File: src/rtl/cda_pkg.sv
// shared types, codes and calendar helpers for the calendar date adder
// no dependencies; used by every module of the block
package cda_pkg;

	localparam int YEAR_BITS_DEF   = 16;
	localparam int AMOUNT_BITS_DEF = 16;

	// command codes (s_tuser)
	localparam logic [1:0] CMD_LOAD   = 2'd0;
	localparam logic [1:0] CMD_DAYS   = 2'd1;
	localparam logic [1:0] CMD_MONTHS = 2'd2;
	localparam logic [1:0] CMD_YEARS  = 2'd3;

	// status codes (m_tuser)
	localparam logic [1:0] ST_OK       = 2'd0;
	localparam logic [1:0] ST_BAD_LOAD = 2'd1;
	localparam logic [1:0] ST_OVERFLOW = 2'd2;

	localparam int         CYCLE_YEARS    = 400;
	localparam logic [8:0] MOD_LAST       = 9'(CYCLE_YEARS - 1);
	localparam int         RESET_YEAR     = 2000;
	localparam logic [8:0] RESET_YEAR_MOD = 9'(RESET_YEAR % CYCLE_YEARS);
	localparam logic [4:0] RESET_DAY      = 5'd1;
	localparam logic [3:0] RESET_MONTH    = 4'd1;
	localparam logic [3:0] LAST_MONTH     = 4'd12;

	// result of the year remainder unit
	typedef struct packed {
		logic       done;
		logic [8:0] rem;
	} cda_mod_res_t;

	// leap year from the year taken modulo 400
	function automatic logic leap_of(input logic [8:0] r);
		return (r[1:0] == 2'b00) && (r != 9'd100) && (r != 9'd200) && (r != 9'd300);
	endfunction

	function automatic logic [4:0] days_in(input logic [3:0] m, input logic lp);
		logic [4:0] d;
		unique case (m)
			4'd1, 4'd3, 4'd5, 4'd7, 4'd8, 4'd10, 4'd12: d = 5'd31;
			4'd4, 4'd6, 4'd9, 4'd11:                    d = 5'd30;
			4'd2:                                       d = lp ? 5'd29 : 5'd28;
			default:                                    d = 5'd0;
		endcase
		return d;
	endfunction

endpackage

File: src/rtl/cda_mod400.sv
// remainder unit: year modulo 400 by reciprocal multiplication, a quotient phase then a remainder phase
// depends on cda_pkg
module cda_mod400 #(
	parameter int YEAR_BITS = cda_pkg::YEAR_BITS_DEF
) (
	input  logic                   clk,
	input  logic                   arst_n,
	input  logic                   start,
	input  logic [YEAR_BITS-1:0]   value,
	output cda_pkg::cda_mod_res_t  res
);

	// year / 400 = (year >> 4) / 25, the divide by 25 as a multiply and shift
	localparam int XW = YEAR_BITS - 4;
	localparam int RW = XW + 1;
	localparam int SH = XW + 5;
	localparam int PW = XW + RW;
	localparam int QW = PW - SH;
	localparam longint unsigned RECIP_L = ((64'd1 << SH) + 64'd24) / 64'd25;
	localparam logic [RW-1:0]   RECIP   = RW'(RECIP_L);
	localparam logic [8:0]      DIV_LO  = 9'(cda_pkg::CYCLE_YEARS);

	logic                 busy_q;
	logic                 phase_q;
	logic                 done_q;
	logic [YEAR_BITS-1:0] opnd_q;
	logic [QW-1:0]        quo_q;
	logic [8:0]           rem_q;
	logic [PW-1:0]        prod;

	assign prod = PW'(opnd_q[YEAR_BITS-1:4]) * PW'(RECIP);

	always_ff @(posedge clk or negedge arst_n) begin
		if (!arst_n) begin
			busy_q  <= 1'b0;
			phase_q <= 1'b0;
			done_q  <= 1'b0;
		end else begin
			done_q <= !start && busy_q && phase_q;
			if (start) begin
				busy_q  <= 1'b1;
				phase_q <= 1'b0;
			end else if (busy_q) begin
				if (phase_q)
					busy_q <= 1'b0;
				else
					phase_q <= 1'b1;
			end
		end
	end

	// first phase the quotient, second phase the remainder in 9-bit arithmetic
	always_ff @(posedge clk) begin
		if (start) begin
			opnd_q <= value;
		end else if (busy_q) begin
			if (phase_q)
				rem_q <= opnd_q[8:0] - 9'(quo_q) * DIV_LO;
			else
				quo_q <= prod[PW-1:SH];
		end
	end

	assign res.done = done_q;
	assign res.rem  = rem_q;

endmodule

File: src/rtl/calendar_date_adder_core.sv
// top level of the calendar date adder: date registers and command sequencer
// depends on cda_pkg and cda_mod400
//
// usage
//   the block holds one gregorian date (reset: 1 january 2000) and takes one
//   command per input transfer on the s_ channel; each command produces
//   exactly one result transfer on the m_ channel with the new date and a
//   status (ok, invalid load rejected, year overflow saturated)
//   s_tuser carries the command: load, add days, add months, add years
// timing
//   add days / add months: one calendar step per cycle, fewer steps when
//   the year limit stops the steps early
//   load and add years: wait on the modulo-400 unit, which derives the
//   leap year of the new year
//   s_tready is high only while the sequencer is idle, so one command is
//   in flight at a time
// stalls
//   the result sits in an output register; a new command is taken while it
//   waits, but that command holds in its final step until m_tready frees
//   the register
// reset
//   arst_n clears the sequencer and the output valid and restores the date
module calendar_date_adder_core #(
	parameter int YEAR_BITS   = cda_pkg::YEAR_BITS_DEF,
	parameter int AMOUNT_BITS = cda_pkg::AMOUNT_BITS_DEF
) (
	input  logic        clk,
	input  logic        arst_n,
	input  logic        s_tvalid,
	output logic        s_tready,
	input  logic [47:0] s_tdata,   // amount[15:0], load_day[20:16], load_month[24:21],
	                               // load_year[40:25], zero fill
	input  logic [1:0]  s_tuser,   // cmd
	output logic        m_tvalid,
	input  logic        m_tready,
	output logic [31:0] m_tdata,   // day[4:0], month[8:5], year[24:9], zero fill
	output logic [1:0]  m_tuser    // status
);

	localparam int SW = ((YEAR_BITS > AMOUNT_BITS) ? YEAR_BITS : AMOUNT_BITS) + 1;
	localparam logic [YEAR_BITS-1:0] YEAR_MAX = {YEAR_BITS{1'b1}};

	// sequencer states
	localparam logic [2:0] S_IDLE   = 3'd0;
	localparam logic [2:0] S_LOAD   = 3'd1;
	localparam logic [2:0] S_DAYS   = 3'd2;
	localparam logic [2:0] S_MONTHS = 3'd3;
	localparam logic [2:0] S_YSUM   = 3'd4;
	localparam logic [2:0] S_YMOD   = 3'd5;
	localparam logic [2:0] S_FINISH = 3'd6;

	logic [2:0]             state_q;
	logic [4:0]             day_q;
	logic [3:0]             month_q;
	logic [YEAR_BITS-1:0]   year_q;
	logic [8:0]             ymod_q;      // year_q modulo 400, kept in step with year_q
	logic [AMOUNT_BITS-1:0] cnt_q;       // steps left, or years to add
	logic [1:0]             status_q;
	logic [4:0]             ld_q;
	logic [3:0]             lm_q;
	logic                   ly_over_q;
	logic [YEAR_BITS-1:0]   ly_q;

	logic                   m_tvalid_q;
	logic [31:0]            m_tdata_q;
	logic [1:0]             m_tuser_q;

	// input field split
	logic [15:0]            in_amount;
	logic [4:0]             in_day;
	logic [3:0]             in_month;
	logic [15:0]            in_year;
	logic                   in_year_over;
	logic                   take;

	assign in_amount    = s_tdata[15:0];
	assign in_day       = s_tdata[20:16];
	assign in_month     = s_tdata[24:21];
	assign in_year      = s_tdata[40:25];
	assign in_year_over = (YEAR_BITS < 16) && ((32'(in_year) >> YEAR_BITS) != 32'd0);
	assign take         = s_tvalid && s_tready;

	// shared modulo-400 unit
	logic                   mod_start;
	logic [YEAR_BITS-1:0]   mod_value;
	cda_pkg::cda_mod_res_t  mod_res;

	// saturated year sum for add years
	logic [SW-1:0]          ysum;
	logic                   ysum_over;
	logic [YEAR_BITS-1:0]   ysat;

	assign ysum      = SW'(year_q) + SW'(cnt_q);
	assign ysum_over = ysum > SW'(YEAR_MAX);
	assign ysat      = ysum_over ? YEAR_MAX : ysum[YEAR_BITS-1:0];

	always_comb begin
		mod_start = 1'b0;
		mod_value = ysat;
		if (take && s_tuser == cda_pkg::CMD_LOAD) begin
			mod_start = 1'b1;
			mod_value = YEAR_BITS'(in_year);
		end else if (state_q == S_YSUM) begin
			mod_start = 1'b1;
		end
	end

	cda_mod400 #(
		.YEAR_BITS (YEAR_BITS)
	) u_mod (
		.clk    (clk),
		.arst_n (arst_n),
		.start  (mod_start),
		.value  (mod_value),
		.res    (mod_res)
	);

	// calendar helpers for the current date
	logic                   cur_leap;
	logic [4:0]             cur_len;
	logic [4:0]             next_len;     // length of the following month, same year
	logic [8:0]             ymod_inc;
	logic                   new_leap;
	logic [4:0]             load_len;
	logic                   load_ok;
	logic [4:0]             ymod_len;     // length of current month in the new year

	assign cur_leap = cda_pkg::leap_of(ymod_q);
	assign cur_len  = cda_pkg::days_in(month_q, cur_leap);
	assign next_len = cda_pkg::days_in(month_q + 4'd1, cur_leap);
	assign ymod_inc = (ymod_q == cda_pkg::MOD_LAST) ? 9'd0 : ymod_q + 9'd1;
	assign new_leap = cda_pkg::leap_of(mod_res.rem);
	assign load_len = cda_pkg::days_in(lm_q, new_leap);
	assign ymod_len = cda_pkg::days_in(month_q, new_leap);
	assign load_ok  = (lm_q >= 4'd1) && (lm_q <= cda_pkg::LAST_MONTH) && (ld_q >= 5'd1)
		&& (ld_q <= load_len) && !ly_over_q;

	// output register frees when empty or taken this cycle
	logic out_free;
	assign out_free = !m_tvalid_q || m_tready;

	always_ff @(posedge clk or negedge arst_n) begin
		if (!arst_n) begin
			state_q    <= S_IDLE;
			day_q      <= cda_pkg::RESET_DAY;
			month_q    <= cda_pkg::RESET_MONTH;
			year_q     <= YEAR_BITS'(cda_pkg::RESET_YEAR);
			ymod_q     <= cda_pkg::RESET_YEAR_MOD;
			m_tvalid_q <= 1'b0;
		end else begin
			if (state_q == S_FINISH && out_free)
				m_tvalid_q <= 1'b1;
			else if (m_tready)
				m_tvalid_q <= 1'b0;
			unique case (state_q)
				S_IDLE: begin
					if (take) begin
						unique case (s_tuser)
							cda_pkg::CMD_LOAD:   state_q <= S_LOAD;
							cda_pkg::CMD_DAYS:   state_q <= S_DAYS;
							cda_pkg::CMD_MONTHS: state_q <= S_MONTHS;
							default:             state_q <= S_YSUM;
						endcase
					end
				end
				S_LOAD: begin
					if (mod_res.done) begin
						if (load_ok) begin
							day_q   <= ld_q;
							month_q <= lm_q;
							year_q  <= ly_q;
							ymod_q  <= mod_res.rem;
						end
						state_q <= S_FINISH;
					end
				end
				S_DAYS: begin
					if (cnt_q == '0) begin
						state_q <= S_FINISH;
					end else if (day_q < cur_len) begin
						day_q <= day_q + 5'd1;
					end else if (month_q < cda_pkg::LAST_MONTH) begin
						month_q <= month_q + 4'd1;
						day_q   <= 5'd1;
					end else if (year_q == YEAR_MAX) begin
						state_q <= S_FINISH;
					end else begin
						year_q  <= year_q + YEAR_BITS'(1);
						ymod_q  <= ymod_inc;
						month_q <= 4'd1;
						day_q   <= 5'd1;
					end
				end
				S_MONTHS: begin
					if (cnt_q == '0) begin
						state_q <= S_FINISH;
					end else if (month_q < cda_pkg::LAST_MONTH) begin
						month_q <= month_q + 4'd1;
						if (day_q > next_len)
							day_q <= next_len;
					end else if (year_q == YEAR_MAX) begin
						state_q <= S_FINISH;
					end else begin
						// january is 31 days, so the day never needs clamping here
						year_q  <= year_q + YEAR_BITS'(1);
						ymod_q  <= ymod_inc;
						month_q <= 4'd1;
					end
				end
				S_YSUM: begin
					year_q  <= ysat;
					state_q <= S_YMOD;
				end
				S_YMOD: begin
					if (mod_res.done) begin
						ymod_q <= mod_res.rem;
						if (day_q > ymod_len)
							day_q <= ymod_len;
						state_q <= S_FINISH;
					end
				end
				S_FINISH: begin
					if (out_free)
						state_q <= S_IDLE;
				end
				default: state_q <= S_IDLE;
			endcase
		end
	end

	// command payload and status, no reset needed
	always_ff @(posedge clk) begin
		if (take) begin
			cnt_q     <= AMOUNT_BITS'(in_amount);
			ld_q      <= in_day;
			lm_q      <= in_month;
			ly_q      <= YEAR_BITS'(in_year);
			ly_over_q <= in_year_over;
			status_q  <= cda_pkg::ST_OK;
		end else begin
			unique case (state_q)
				S_LOAD: begin
					if (mod_res.done && !load_ok)
						status_q <= cda_pkg::ST_BAD_LOAD;
				end
				S_DAYS: begin
					if (cnt_q != '0) begin
						cnt_q <= cnt_q - AMOUNT_BITS'(1);
						if (day_q >= cur_len && month_q >= cda_pkg::LAST_MONTH
							&& year_q == YEAR_MAX)
							status_q <= cda_pkg::ST_OVERFLOW;
					end
				end
				S_MONTHS: begin
					if (cnt_q != '0) begin
						cnt_q <= cnt_q - AMOUNT_BITS'(1);
						if (month_q >= cda_pkg::LAST_MONTH && year_q == YEAR_MAX)
							status_q <= cda_pkg::ST_OVERFLOW;
					end
				end
				S_YSUM: begin
					if (ysum_over)
						status_q <= cda_pkg::ST_OVERFLOW;
				end
				default: ;
			endcase
		end
		if (state_q == S_FINISH && out_free) begin
			m_tdata_q <= {7'd0, 16'(year_q), month_q, day_q};
			m_tuser_q <= status_q;
		end
	end

	assign s_tready = (state_q == S_IDLE);
	assign m_tvalid = m_tvalid_q;
	assign m_tdata  = m_tdata_q;
	assign m_tuser  = m_tuser_q;

endmodule

File: config.mk
export PLATFORM = sky130hd
export DESIGN_NAME = calendar_date_adder_core
export DESIGN_NICKNAME = d
export VERILOG_FILES = /design/src/rtl/cda_pkg.sv /design/src/rtl/cda_mod400.sv /design/src/rtl/calendar_date_adder_core.sv
export SDC_FILE = /design/constraint.sdc
export NUM_CORES = 1
export LEC_CHECK = 0
export ABC_CLOCK_PERIOD_IN_PS = 4900
export BUFFER_PORTS_ARGS = -buffer_cell sky130_fd_sc_hd__clkbuf_2
export CORE_AREA = 2 2 144 146
export CTS_CLUSTER_SIZE = 8
export DETAILED_ROUTE_END_ITERATION = 16
export DIE_AREA = 0 0 146 148
export HOLD_SLACK_MARGIN = 0.05
export MAX_ROUTING_LAYER = met4
export PLACE_DENSITY = 0.77
export SYNTH_ARGS = -nofsm -noshare
export SYNTH_HDL_FRONTEND = slang
export SYNTH_HIERARCHICAL = 1
export SYNTH_SLANG_ARGS = --single-unit
File: constraint.sdc
create_clock -name clk -period 4.9 [get_ports clk]
set_clock_uncertainty 0.05 [all_clocks]
set_input_delay 0.735 -clock clk [delete_from_list [all_inputs] [get_ports clk]]
set_output_delay 0.735 -clock clk [all_outputs]
set_load 0.02 [all_outputs]
# --- Word level (Yosys, flattened, before mapping) ---
# Cells that the tools add are included.
classes:
  order_cmp: 11
  n_bitwise: 2
  add_sub_neg: 7
  shifts: 0
  reduce_logical: 52
  n_div: 0
  muxes: 75
  mul: 2
  eq_ne: 72
ops:
  columns: ["op", "count"]
  rows:
  - ["2-to-1 mux 16 bit", 12]
  - ["2-to-1 mux 9 bit", 9]
  - ["one-hot mux 16 bit (4 select lines)", 1]
  - ["== test 4 bit, second input constant", 15]
  - ["one-hot mux 5 bit (3 select lines)", 4]
  - ["2-to-1 mux 5 bit", 11]
  - ["== test 4 x 3 -> 1 bit, second input constant", 12]
  - ["one-hot mux 9 bit (4 select lines)", 1]
  - ["2-to-1 mux 4 bit", 7]
  - ["inequality test 2 bit, second input constant", 14]
  - ["multiplier 12 x 13 -> 25 bit, second input constant", 1]
  - ["== test 4 x 2 -> 1 bit, second input constant", 6]
  - ["2-to-1 mux 3 bit", 8]
  - ["OR reduction 7 bit", 3]
  - ["one-hot mux 5 bit (4 select lines)", 1]
  - ["logical AND 1 bit", 18]
  - ["inequality test 9 x 7 -> 1 bit, second input constant", 2]
  - ["inequality test 9 x 8 -> 1 bit, second input constant", 2]
  - ["inequality test 9 bit, second input constant", 2]
  - ["one-hot mux 3 bit (6 select lines)", 1]
  - ["adder 16 x 16 -> 17 bit", 1]
  - ["greater-than comparator 17 x 16 -> 1 bit, second input constant", 1]
  - ["adder 16 x 1 -> 16 bit, second input constant", 1]
  - ["== test 16 bit, second input constant", 1]
  - ["other kinds (48)", 87]
word_totals:
  latch_bits: 0
  out_inout_bits: 36
  register_bits: 144
  memories: 0
  romBits: 0
  ramBits: 0

# --- Logic depth before layout (Yosys ltp) ---
depth:
  depth_word: 12
  mapped_depth: 18

# --- Modules after synthesis ---
# Netlist, hierarchy kept.
by_module_without_submodules:
  columns: ["mod", "area_each_um2", "cells_per_inst", "n_inst"]
  rows:
  - ["calendar_date_adder_core", 7059.3, 763, 1]
  - ["cda_mod400", 3931.3, 366, 1]

# --- Least setup slack after synthesis ---
# No wires, ideal clock.
synth_timing:
  path_kind: "register -> register"
  startpoint: "register u_mod.opnd_q[13]"
  endpoint: "register u_mod.quo_q[2], data pin"
  path_stages_with_launch: 14
  arrival_time_ns: 4.347
  slack_ns: 0.242
  required_ns: 4.589
  setup_ns: 0.261
  cell_sequence: "edfxtp_1 > fa_1 > xor2_1 > ha_1 > fa_1 > fa_1 > inv_1 > fa_1 > inv_1 > ha_1 > a211o_1 > a31oi_1 > o21ai_1 > o311a_1"
synth_between:
  elab_chain_cells: 1
synth_lines:
  columns: ["item", "line_no", "source"]
  rows:
  - ["from (decl)", "cda_mod400.sv:26", "logic [YEAR_BITS-1:0] opnd_q;"]
  - ["from (signal assigned)", "cda_mod400.sv:55", "opnd_q <= value;"]
  - ["multiplier 12 x 13 -> 25 bit", "cda_mod400.sv:31", "assign prod = PW'(opnd_q[YEAR_BITS-1:4]) * PW'(RECIP);"]
  - ["named net u_mod.prod[19]", "cda_mod400.sv:29", "logic [PW-1:0] prod;"]
  - ["to (signal assigned)", "cda_mod400.sv:60", "quo_q <= prod[PW-1:SH];"]
  - ["to (decl)", "cda_mod400.sv:27", "logic [QW-1:0] quo_q;"]
# The timed path passes the listed nets, and every way through them passes these cells.
# A chain may end at the register's enable or synchronous reset.

# --- Final worst setup path ---
layout_timing:
  startpoint: "register u_mod.opnd_q[7]"
  endpoint: "register u_mod.quo_q[2], data pin"
# The elaborated chain is that of the path after synthesis.

==> summary.md <==
| Metric | Value |
|---|---|
| Fmax | `0.2104 GHz` |
| Initial antenna violation count | `0` |
| DRT Pass-1 Iters | `7` |
| CP Data Required Time | `5020 ps` |
| Vias per cell | `5.799` |
| DRC viols | `0` |
| Row cnt | `52` |
| Antenna-violating nets left | `0` |
| Core Box Area | `20040 um2` |
| Yosys warns | `6` |
| HP Class | `in -> async` |
| Crit path kind | `reg -> reg` |
| CTS tree | `built` |
| Slew @ Worst Pin | `1284 ps` |
| # fillers | `1674` |
| Layout net count | `1436` |
| Share of layout cells above drive strength 1 | `13.87%` |
| Status | `complete, no violations` |
| Placer Congestion | `0.9073` |
| Worst EP arrival | `4870 ps` |
| Clk root buf | `clkbuf_16` |
| CP endpoint kind | `flip-flop` |
| Grt total ovfl | `0` |
| Ys flop type | `edfxtp_1` |
| Tcrit/Tclk final | `96.99%` |
| I/O pin count | `90` |
| Hold Violations, Final | `0` |
| Clock sink total | `141` |
| Initial DRC Count | `519` |
| Worst r2r path cells | `14` |
| Die X | `146 um` |
| Die height | `148 um` |
| P&R area growth vs syn | `12.10%` |
| Gr usage total | `24.57%` |
| # diodes | `0` |
| Minimum period implied by the final worst setup slack | `4753 ps` |
| RSZ-0062 raised after global routing | `false` |
| Worst rel slew slack | `13.25%` |
| Crit-path max FO | `5` |
| Commonest non-fill, non-tap cell in the layout | `inv_1` |
| Vias in the first global route | `8405` |
| Setup TNS | `0 ps` |
| Number of synthesized flops with an enable pin | `98` |
| Post-CTS Hold Buffers | `0` |
| Seq/Total Area, Yosys | `36.57%` |
| R2R Setup Slk | `150 ps` |
| Initial core utilization | `54.85%` |
| Die Area | `21610 um2` |
| Avg Inst Size Synth | `9.735 um2` |
| Total Wirelength | `25290 um` |
| Global-route wire length before repair | `41230 um` |
| Endpoints failing setup | `0` |
| Yosys reg bits | `141` |
| Syn Inst Count | `1129` |
| Cell variety after synth | `80` |
| R2R Path End | `u_mod/quo_q[2]` |
| CTS buffer count | `17` |
| Clock transition at path regs | `60 ps` |
| Ys async rst share | `29.08%` |
| Commonest non-fill, non-tap cells in the layout | `130 x inv_1, 123 x ha_1, 101 x nor2_1` |
| Max Cap Viol | `0` |
| Htree depth | `4` |
| Post-detail-place hpwl | `19140 um` |
| Pins Over Slew Limit | `0` |
| Worst-skew pair later-pin latency | `420 ps` |
| Worst setup SP type | `flip-flop` |
| CTS max path bufs | `2` |
| Reg-to-reg startpoint | `u_mod/opnd_q[7]` |
| I/O Buffers | `75` |
| Wire per inst | `16.90 um` |
| Via Count | `8676` |
| Largest net degree at the start of global routing | `52` |
| Synthesized area | `10990 um2` |
-- synthesized netlist by cell type, types with 7 or more instances --
| master | number | area share (%) |
|---|---|---|
| xnor2_1 | 38 | 3.0 |
| clkbuf_1 | 20 | 0.68 |
| inv_1 | 131 | 4.5 |
| o21ai_1 | 8 | 0.36 |
| o21ai_0 | 73 | 3.3 |
| a21oi_1 | 67 | 3.1 |
| xor2_1 | 22 | 1.8 |
| a21o_1 | 20 | 1.4 |
| nor3_1 | 29 | 1.3 |
| and3_1 | 7 | 0.40 |
| ha_1 | 126 | 14 |
| nor2b_1 | 7 | 0.40 |
| nor2_1 | 101 | 3.4 |
| a31oi_1 | 11 | 0.63 |
| dfstp_2 | 8 | 1.9 |
| edfxtp_1 | 98 | 27 |
| mux2i_1 | 7 | 0.64 |
| o221a_2 | 8 | 0.82 |
| dfrtp_1 | 33 | 7.5 |
| nand4_1 | 14 | 0.80 |
| nand3_1 | 30 | 1.4 |
| nor3b_1 | 7 | 0.48 |
| fa_1 | 43 | 7.8 |
| a211oi_1 | 7 | 0.48 |
| buf_4 | 8 | 0.55 |
| nand2_1 | 85 | 2.9 |
-- worst max-delay path by stage --
stage / start / slack [ps] / to
floorplan: u_mod/opnd_q[13] / 240 / u_mod/quo_q[2]
global placement: u_mod/opnd_q[13] / 190 / u_mod/quo_q[2]
detailed placement: u_mod/opnd_q[13] / 80 / u_mod/quo_q[4]
CTS: u_mod/opnd_q[13] / 90 / u_mod/quo_q[4]
global route: u_mod/opnd_q[7] / 7 / u_mod/quo_q[2]
finish: u_mod/opnd_q[7] / 150 / u_mod/quo_q[2]
-- sequential cells by signal, summed over array words and instances, names as in the netlist --
signal,cells
lm_q,4
state_q,3
ly_q,16
ld_q,5
month_q,4
m_tvalid,1
u_mod/phase_q,1
u_mod/rem_q,9
u_mod/done_q,1
u_mod/busy_q,1
u_mod/quo_q,5
ymod_q,9
year_q,16
cnt_q,16
m_tdata,25
status_q,2
day_q,5
u_mod/opnd_q,16
m_tuser,2
-- stage by stage --
step	setup WS (ps)	util (%)	instance area [um2]	cells	hold slack, ps
finish	147.4	61.48	12320	1496	337.5
global route	7.150	61.48	12320	1496	390.9
CTS	90.59	61.15	12250	1495	368.5
detailed placement	82.49	58.29	11680	1463	365.2
global placement	194.7	58.29	11680	1463	353.5
floorplan	241.9	-	11010	1135	350.3
-- cell families (layout without fill, tap and decap cells) --
kind of cell | after synthesis | in the layout | synth area share [%]
AOI/OAI and AO/OA | 262 | 262 | 15.35
other | 1 | 7 | 0.03412
DFF | 141 | 141 | 36.57
and+or+nand+nor | 319 | 319 | 13.93
adders and majority gates | 169 | 169 | 22.18
muxes | 9 | 9 | 0.8425
buffers and inverters | 168 | 259 | 6.318
xor gates and xnor gates | 60 | 60 | 4.781
-- critical path, cell delays in order, from the launching register on --
cell	delay (ps)
edfxtp_1	420
fa_1	600
inv_1	70
fa_1	530
inv_1	40
ha_1	300
fa_1	530
inv_1	50
fa_1	520
inv_1	60
ha_4	260
nand4_1	90
o21ai_0	160
or3_1	470
o311a_1	360
-- timing repair --
action / CTS / global route
gates resized for setup: 0 / 7
buffers inserted: 0 / 1
setup endpoints to repair: 0 / 3
-- metal layers --
metal  part of all wire [%]  GRT usage [%]
met1                     43          32.35
met2                     48          40.45
met3                    6.7          3.519
met4                    1.8          6.262
met5                      0              -
-- cell type report --
type	count	area, um2	share of cell area [%]
clock buffers	18	429.2	3.483
multi-input cells	826	6366	51.67
flip-flops and latches	141	4019	32.62
inverters	131	491.7	3.991
clock inverters	14	143.9	1.168
well taps	270	337.8	2.742
repair buffers	96	533.0	4.326
Power is left out: the tool's default activity adds up to more than one toggle a clock period on the data nets, which glitch-free logic cannot reach.
